--- src/sv/sunls_pkg.sv ---
package sunls_pkg;

  localparam int WideW = 128;  // solve-side word, arithmetic wraps mod 2^WideW
  localparam int BW    = 40;   // multiplier operand B (signed), one bit per cycle
  localparam int OutW  = 20;   // Q3.16 vector component
  localparam int PcW   = 6;
  localparam int NormW = 16;
  localparam logic signed [NormW-1:0] NormMax = 16'sd16384;
  localparam logic signed [NormW-1:0] NormMin = -16'sd16384;
  localparam logic [OutW:0] CapPos = 21'd524287;
  localparam logic [OutW:0] CapNeg = 21'd524288;

  typedef enum logic [1:0] {
    ST_VALID = 2'd0,
    ST_FEW   = 2'd1,
    ST_ILL   = 2'd2
  } status_code_t;

  typedef enum logic [3:0] {
    OP_MSET    = 4'd0,
    OP_MSUB    = 4'd1,
    OP_MADD    = 4'd2,
    OP_STADJ   = 4'd3,
    OP_STDET   = 4'd4,
    OP_CHKDET  = 4'd5,
    OP_NFIRST  = 4'd6,
    OP_NACC    = 4'd7,
    OP_NMAX    = 4'd8,
    OP_STPROD  = 4'd9,
    OP_CHKCOND = 4'd10,
    OP_DIV     = 4'd11,
    OP_END     = 4'd12
  } op_t;

  typedef enum logic [1:0] {
    A_M      = 2'd0,
    A_ADJ    = 2'd1,
    A_BEST   = 2'd2,
    A_DETMAG = 2'd3
  } asel_t;

  typedef enum logic [1:0] {
    B_M     = 2'd0,
    B_S     = 2'd1,
    B_N1    = 2'd2,
    B_LIMIT = 2'd3
  } bsel_t;

  typedef struct packed {
    op_t        op;
    asel_t      asel;
    logic [3:0] aidx;
    bsel_t      bsel;
    logic [2:0] bidx;
  } uop_t;

  typedef struct packed {
    logic         load;
    logic         acc;
    logic [1:0]   acc_phase;
    logic         exec;
    uop_t         uop;
    logic         emit;
    status_code_t emit_status;
  } cmd_t;

  typedef struct packed {
    logic busy;
    logic last;
    logic enough;
    logic det_zero;
    logic cond_fail;
    logic out_free;
  } stat_t;

  function automatic uop_t mk(op_t o, asel_t a, logic [3:0] ai, bsel_t b, logic [2:0] bi);
    uop_t u;
    u.op   = o;
    u.asel = a;
    u.aidx = ai;
    u.bsel = b;
    u.bidx = bi;
    return u;
  endfunction

  // Solve program: adjugate, determinant, 1-norms, condition test, solve.
  function automatic uop_t ucode(logic [PcW-1:0] pc);
    uop_t u;
    u = mk(OP_END, A_M, 4'd0, B_M, 3'd0);
    case (pc)
      // adj[k] = p*q - r*s over the symmetric Gram sums
      6'd0:  u = mk(OP_MSET,  A_M, 4'd3, B_M, 3'd5);
      6'd1:  u = mk(OP_MSUB,  A_M, 4'd4, B_M, 3'd4);
      6'd2:  u = mk(OP_STADJ, A_M, 4'd0, B_M, 3'd0);
      6'd3:  u = mk(OP_MSET,  A_M, 4'd2, B_M, 3'd4);
      6'd4:  u = mk(OP_MSUB,  A_M, 4'd1, B_M, 3'd5);
      6'd5:  u = mk(OP_STADJ, A_M, 4'd1, B_M, 3'd0);
      6'd6:  u = mk(OP_MSET,  A_M, 4'd1, B_M, 3'd4);
      6'd7:  u = mk(OP_MSUB,  A_M, 4'd2, B_M, 3'd3);
      6'd8:  u = mk(OP_STADJ, A_M, 4'd2, B_M, 3'd0);
      6'd9:  u = mk(OP_MSET,  A_M, 4'd4, B_M, 3'd2);
      6'd10: u = mk(OP_MSUB,  A_M, 4'd1, B_M, 3'd5);
      6'd11: u = mk(OP_STADJ, A_M, 4'd3, B_M, 3'd0);
      6'd12: u = mk(OP_MSET,  A_M, 4'd0, B_M, 3'd5);
      6'd13: u = mk(OP_MSUB,  A_M, 4'd2, B_M, 3'd2);
      6'd14: u = mk(OP_STADJ, A_M, 4'd4, B_M, 3'd0);
      6'd15: u = mk(OP_MSET,  A_M, 4'd2, B_M, 3'd1);
      6'd16: u = mk(OP_MSUB,  A_M, 4'd0, B_M, 3'd4);
      6'd17: u = mk(OP_STADJ, A_M, 4'd5, B_M, 3'd0);
      6'd18: u = mk(OP_MSET,  A_M, 4'd1, B_M, 3'd4);
      6'd19: u = mk(OP_MSUB,  A_M, 4'd3, B_M, 3'd2);
      6'd20: u = mk(OP_STADJ, A_M, 4'd6, B_M, 3'd0);
      6'd21: u = mk(OP_MSET,  A_M, 4'd1, B_M, 3'd2);
      6'd22: u = mk(OP_MSUB,  A_M, 4'd0, B_M, 3'd4);
      6'd23: u = mk(OP_STADJ, A_M, 4'd7, B_M, 3'd0);
      6'd24: u = mk(OP_MSET,  A_M, 4'd0, B_M, 3'd3);
      6'd25: u = mk(OP_MSUB,  A_M, 4'd1, B_M, 3'd1);
      6'd26: u = mk(OP_STADJ, A_M, 4'd8, B_M, 3'd0);
      // determinant along the first column
      6'd27: u = mk(OP_MSET,   A_ADJ, 4'd0, B_M, 3'd0);
      6'd28: u = mk(OP_MADD,   A_ADJ, 4'd3, B_M, 3'd1);
      6'd29: u = mk(OP_MADD,   A_ADJ, 4'd6, B_M, 3'd2);
      6'd30: u = mk(OP_STDET,  A_M,   4'd0, B_M, 3'd0);
      6'd31: u = mk(OP_CHKDET, A_M,   4'd0, B_M, 3'd0);
      // column sums of |adj| and |M|
      6'd32: u = mk(OP_NFIRST, A_ADJ, 4'd0, B_M, 3'd0);
      6'd33: u = mk(OP_NACC,   A_ADJ, 4'd3, B_M, 3'd1);
      6'd34: u = mk(OP_NACC,   A_ADJ, 4'd6, B_M, 3'd2);
      6'd35: u = mk(OP_NMAX,   A_M,   4'd0, B_M, 3'd0);
      6'd36: u = mk(OP_NFIRST, A_ADJ, 4'd1, B_M, 3'd1);
      6'd37: u = mk(OP_NACC,   A_ADJ, 4'd4, B_M, 3'd3);
      6'd38: u = mk(OP_NACC,   A_ADJ, 4'd7, B_M, 3'd4);
      6'd39: u = mk(OP_NMAX,   A_M,   4'd0, B_M, 3'd0);
      6'd40: u = mk(OP_NFIRST, A_ADJ, 4'd2, B_M, 3'd2);
      6'd41: u = mk(OP_NACC,   A_ADJ, 4'd5, B_M, 3'd4);
      6'd42: u = mk(OP_NACC,   A_ADJ, 4'd8, B_M, 3'd5);
      6'd43: u = mk(OP_NMAX,   A_M,   4'd0, B_M, 3'd0);
      // condition: |det| * limit >= best * n1
      6'd44: u = mk(OP_MSET,    A_BEST,   4'd0, B_N1,    3'd0);
      6'd45: u = mk(OP_STPROD,  A_M,      4'd0, B_M,     3'd0);
      6'd46: u = mk(OP_MSET,    A_DETMAG, 4'd0, B_LIMIT, 3'd0);
      6'd47: u = mk(OP_CHKCOND, A_M,      4'd0, B_M,     3'd0);
      // numerators and quotients
      6'd48: u = mk(OP_MSET, A_ADJ, 4'd0, B_S, 3'd0);
      6'd49: u = mk(OP_MADD, A_ADJ, 4'd1, B_S, 3'd1);
      6'd50: u = mk(OP_MADD, A_ADJ, 4'd2, B_S, 3'd2);
      6'd51: u = mk(OP_DIV,  A_M,   4'd0, B_M, 3'd0);
      6'd52: u = mk(OP_MSET, A_ADJ, 4'd3, B_S, 3'd0);
      6'd53: u = mk(OP_MADD, A_ADJ, 4'd4, B_S, 3'd1);
      6'd54: u = mk(OP_MADD, A_ADJ, 4'd5, B_S, 3'd2);
      6'd55: u = mk(OP_DIV,  A_M,   4'd1, B_M, 3'd0);
      6'd56: u = mk(OP_MSET, A_ADJ, 4'd6, B_S, 3'd0);
      6'd57: u = mk(OP_MADD, A_ADJ, 4'd7, B_S, 3'd1);
      6'd58: u = mk(OP_MADD, A_ADJ, 4'd8, B_S, 3'd2);
      6'd59: u = mk(OP_DIV,  A_M,   4'd2, B_M, 3'd0);
      default: u = mk(OP_END, A_M, 4'd0, B_M, 3'd0);
    endcase
    return u;
  endfunction

endpackage

--- src/sv/sunls_ctrl.sv ---
module sunls_ctrl (
  input  logic                clk,
  input  logic                rst,
  input  logic                s_tvalid,
  output logic                s_tready,
  output sunls_pkg::cmd_t     cmd,
  input  sunls_pkg::stat_t    stat
);

  typedef enum logic [5:0] {
    S_IDLE  = 6'b000001,
    S_ACC   = 6'b000010,
    S_CHECK = 6'b000100,
    S_RUN   = 6'b001000,
    S_WAIT  = 6'b010000,
    S_EMIT  = 6'b100000
  } state_t;

  state_t                          state, state_next;
  logic [sunls_pkg::PcW-1:0]       pc, pc_next;
  logic [1:0]                      phase, phase_next;
  sunls_pkg::status_code_t         est, est_next;
  sunls_pkg::uop_t                 uop;

  assign uop = sunls_pkg::ucode(pc);

  always_comb begin
    state_next      = state;
    pc_next         = pc;
    phase_next      = phase;
    est_next        = est;
    s_tready        = 1'b0;
    cmd             = '0;
    cmd.acc_phase   = phase;
    cmd.uop         = uop;
    cmd.emit_status = est;
    case (state)
      S_IDLE: begin
        s_tready = 1'b1;
        if (s_tvalid) begin
          cmd.load   = 1'b1;
          phase_next = 2'd0;
          state_next = S_ACC;
        end
      end
      S_ACC: begin
        cmd.acc    = 1'b1;
        phase_next = phase + 2'd1;
        if (phase == 2'd2) begin
          state_next = stat.last ? S_CHECK : S_IDLE;
        end
      end
      S_CHECK: begin
        if (!stat.enough) begin
          est_next   = sunls_pkg::ST_FEW;
          state_next = S_EMIT;
        end else begin
          pc_next    = '0;
          state_next = S_RUN;
        end
      end
      S_RUN: begin
        cmd.exec = 1'b1;
        case (uop.op)
          sunls_pkg::OP_MSET, sunls_pkg::OP_MSUB, sunls_pkg::OP_MADD,
          sunls_pkg::OP_DIV: begin
            state_next = S_WAIT;
          end
          sunls_pkg::OP_CHKDET: begin
            if (stat.det_zero) begin
              est_next   = sunls_pkg::ST_ILL;
              state_next = S_EMIT;
            end else begin
              pc_next = pc + 1'b1;
            end
          end
          sunls_pkg::OP_CHKCOND: begin
            if (stat.cond_fail) begin
              est_next   = sunls_pkg::ST_ILL;
              state_next = S_EMIT;
            end else begin
              pc_next = pc + 1'b1;
            end
          end
          sunls_pkg::OP_END: begin
            est_next   = sunls_pkg::ST_VALID;
            state_next = S_EMIT;
          end
          default: begin
            pc_next = pc + 1'b1;
          end
        endcase
      end
      S_WAIT: begin
        if (!stat.busy) begin
          pc_next    = pc + 1'b1;
          state_next = S_RUN;
        end
      end
      S_EMIT: begin
        if (stat.out_free) begin
          cmd.emit   = 1'b1;
          state_next = S_IDLE;
        end
      end
      default: begin
        state_next = S_IDLE;
      end
    endcase
  end

  always_ff @(posedge clk) begin
    if (rst) begin
      state <= S_IDLE;
      pc    <= '0;
      phase <= '0;
      est   <= sunls_pkg::ST_VALID;
    end else begin
      state <= state_next;
      pc    <= pc_next;
      phase <= phase_next;
      est   <= est_next;
    end
  end

endmodule

--- config.mk ---
export PLATFORM = sky130hd
export DESIGN_NAME = sunls_ctrl
export DESIGN_NICKNAME = d
export VERILOG_FILES = /design/src/sv/sunls_pkg.sv /design/src/sv/sunls_ctrl.sv
export SDC_FILE = /design/constraint.sdc
export NUM_CORES = 1
export LEC_CHECK = 0
export BUFFER_PORTS_ARGS = -buffer_cell sky130_fd_sc_hd__buf_2
export CORE_MARGIN = 1.5
export CORE_UTILIZATION = 55
export DETAILED_ROUTE_END_ITERATION = 10
export PLACE_DENSITY = 0.77
export SETUP_SLACK_MARGIN = 0.2
export SYNTH_ARGS = -nofsm -noshare
export SYNTH_HDL_FRONTEND = slang
export SYNTH_SLANG_ARGS = --single-unit
--- constraint.sdc ---
create_clock -name clk -period 4.6 [get_ports clk]
set_input_delay 1.38 -clock clk [delete_from_list [all_inputs] [get_ports clk]]
set_output_delay 1.38 -clock clk [all_outputs]
set_load 0.02 [all_outputs]
==> out/metrics.yaml <==
synth:
  syn_area_per_cell_um2: 8.268
  synth_warnings: 0
  syn-cell-area_um2: 2340
  netlist-cell-type-count: 81
  syn-num-nets: 302
  ys_async_sr_fraction_pct: 0
  synthCells: 283
  ys_dominant_reg_cell: "dfxtp_1"
  synth_edf_count: 0
  seq_area_frac_synth_pct: 25.67
  ys_ff_latch: 30
layout:
  layout-drive-gt1-share_pct: 23.72
  multiInputGateArea_um2: 1558
  layout.nets: 331
  num_antenna_cells: 0
  design_area_um2: 2555
  layout_common_cells: "buf_2 (32), nand2_1 (31), dfxtp_1 (30), nor2_1 (28), a21oi_1 (16)"
  fillerInstances: 369
  area_delta_synth_final_pct: 9.198
  mostFrequentLayoutCell: "buf_2"
  regArea_um2: 600.6
  stdcell_count: 362
  final_core_util_pct: 62.97
drt:
  firstDrtPassIters: 5
  vias: 2326
  met3_length_um: 454
  wl_met2_um: 2617
  remaining_drc_errors: 0
  drt-total-wl_um: 5791
  wire_per_inst_um: 16.00
  wl_met1_um: 2594
  top_layer: "met4"
  ant_nets: 0
  drtIter0Drc: 228
  routed_via_density: 6.425
place:
  port_buffers: 32
  placed_cell_area_um2: 2476
  post-place-ws_ns: 0.5261
  place_inst: 355
  gp_congestion: 0.9254
  dpl.hpwl_um: 4242
sta:
  worst_slack_ns: 0.7830
  fin_crit_sh_pct: 82.98
  min_period_ns: 3.817
  rsz0062_at_grt: "no"
  slew_headroom_pct: 65.38
  tightest_slew_ns: 0.5139
  fmax_ghz: 0.2620
  slew_viol_final: 0
  skew_ns: 0.01193
  final.setup.tns_ns: 0
  finalHoldViolCount: 0
  timing.hold.ws_ns: 0.4508
  setup_viol: 0
clock_network:
  cts_buffers: 5
  cts-root-buf: "clkbuf_8"
  cts-resized-gates: 0
  clock_latency_ns: 0.28
  hold_buffers: 0
  h-tree-depth: 2
  cts_buffer_depth: 2
  cts_setup_buffers: 0
  cts_tree: "built"
  clkSinkCount: 30
  clkTransAtPathRegs_ns: 0.07
job:
  maxCapViolations: 0
power_and_ir_drop:
  p_int_mw: 0.3788
  power_mw: 0.5027
  power_density_nw_per_um2: 196.8
  comb_power_share_pct: 7.6
  pwr-share-seq_pct: 53.2
  switching_power_mw: 0.1239
  p_clk_share_pct: 39.2
  power_leakage_nw: 1.061
  swShare_pct: 24.65
  peakVddDrop_mv: 0.1352
status:
  outcome: "finished clean"
global_routing:
  antenna_found_initial: 0
  track_usage_pct: 27.34
  grt_pass1_vias: 1989
  grt_max_degree: 20
  grt-ovfl-total: 0
  grt_pass1_wl_um: 9535
critical_path:
  start_kind: "primary input"
  crit_required_ns: 4.82
  crit_arrival_ns: 4.03
  cp_max_fo: 11
  crit_type: "primary input to register"
  end_kind: "register"
floorplan:
  rows: 23
  die_w_um: 68.23
  die_area_um2: 4655
  ios: 33
  initial_core_util_pct: 57.66
  die_y_um: 68.23
  core-area_um2: 4058
min_path:
  hold_path.class: "register to register"
logic make-up (layout without fill, tap and decap cells):
group | count (synthesis) | in the layout | share of synthesized area, %
xor gates and xnor gates | 3 | 3 | 1.123
adders and majority gates | 10 | 10 | 5.348
buffers and inverters | 29 | 58 | 7.754
and+or+nand+nor | 124 | 124 | 30.27
muxes | 3 | 3 | 1.283
DFF | 30 | 30 | 25.67
AOI/OAI and AO/OA | 84 | 84 | 28.56
power groups by stage:
| stage | Sequential, mW | Combinational [mW] | Clock, mW |
|---|---|---|---|
| after floorplan | 0.272 | 0.0263 | 0 |
| after global placement | 0.273 | 0.0373 | 0 |
| after detailed placement | 0.273 | 0.0377 | 0 |
| after CTS | 0.267 | 0.0379 | 0.202 |
| after global routing | 0.267 | 0.0418 | 0.215 |
| final | 0.267 | 0.0382 | 0.197 |
cell type report:
| type | count | area share [%] |
|---|---|---|
| Clock inverter | 2 | 0.3918 |
| Clock buffer | 5 | 2.693 |
| Sequential cell | 30 | 23.51 |
| Inverter | 13 | 1.959 |
| Multi-Input combinational cell | 224 | 60.97 |
| Timing Repair Buffer | 38 | 8.031 |
| Tap cell | 50 | 2.449 |
worst paths after layout:
kind,startpoint,slack [ns],endpoint,cells past startpoint
worst max register to register,state[2],1.19,uop[7],12
worst min-delay path,est[1],0.45,est[1],2
worst min register to register,est[1],0.45,est[1],2
worst max-delay path,stat[1],0.78,uop[7],13
worst max-delay path, cell delays in order:
cell and delay (ns):
buf_2 0.08, a21boi_0 0.07, o311a_1 0.35, a21oi_4 0.29, nor2_1 0.13, xor2_1 0.14
nand2_1 0.23, inv_1 0.26, ha_1 0.46, nand2_2 0.11, a21boi_1 0.16, o31ai_2 0.22
a2bb2oi_2 0.15
synth_stat cells (all sizes together), types with 3 or more instances:
cell    number  area, um2
a211oi       4      35.03
a21boi       3      33.79
a21oi       19      121.4
a221oi       5      56.31
a31oi        4      25.02
and3         4      25.02
buf         13      120.1
clkbuf       3      11.26
dfxtp       30      600.6
ha          10      125.1
inv         12      45.05
mux2i        3      30.03
nand2       34      135.1
nand2b       3      21.27
nand3        8      40.04
nand3b       3      22.52
nor2        30      117.6
nor3        12      71.32
nor4         7      58.81
o211ai       3      22.52
o21ai       14      81.33
o31ai        4      35.03
or4          4      37.53
state kept, by name (all words and copies together), names as in the netlist:
name / cells
pc: 6
phase: 2
est: 2
state: 6
uop: 14
per-layer routing:
metal | vias up | global-route usage, %
met5 | - | 0
met4 | 0 | 10.25
met3 | 13 | 5.263
met2 | 136 | 42.11
met1 | 1057 | 37.70
li1 | 1120 | -
(Power assumes the default switching activity.)
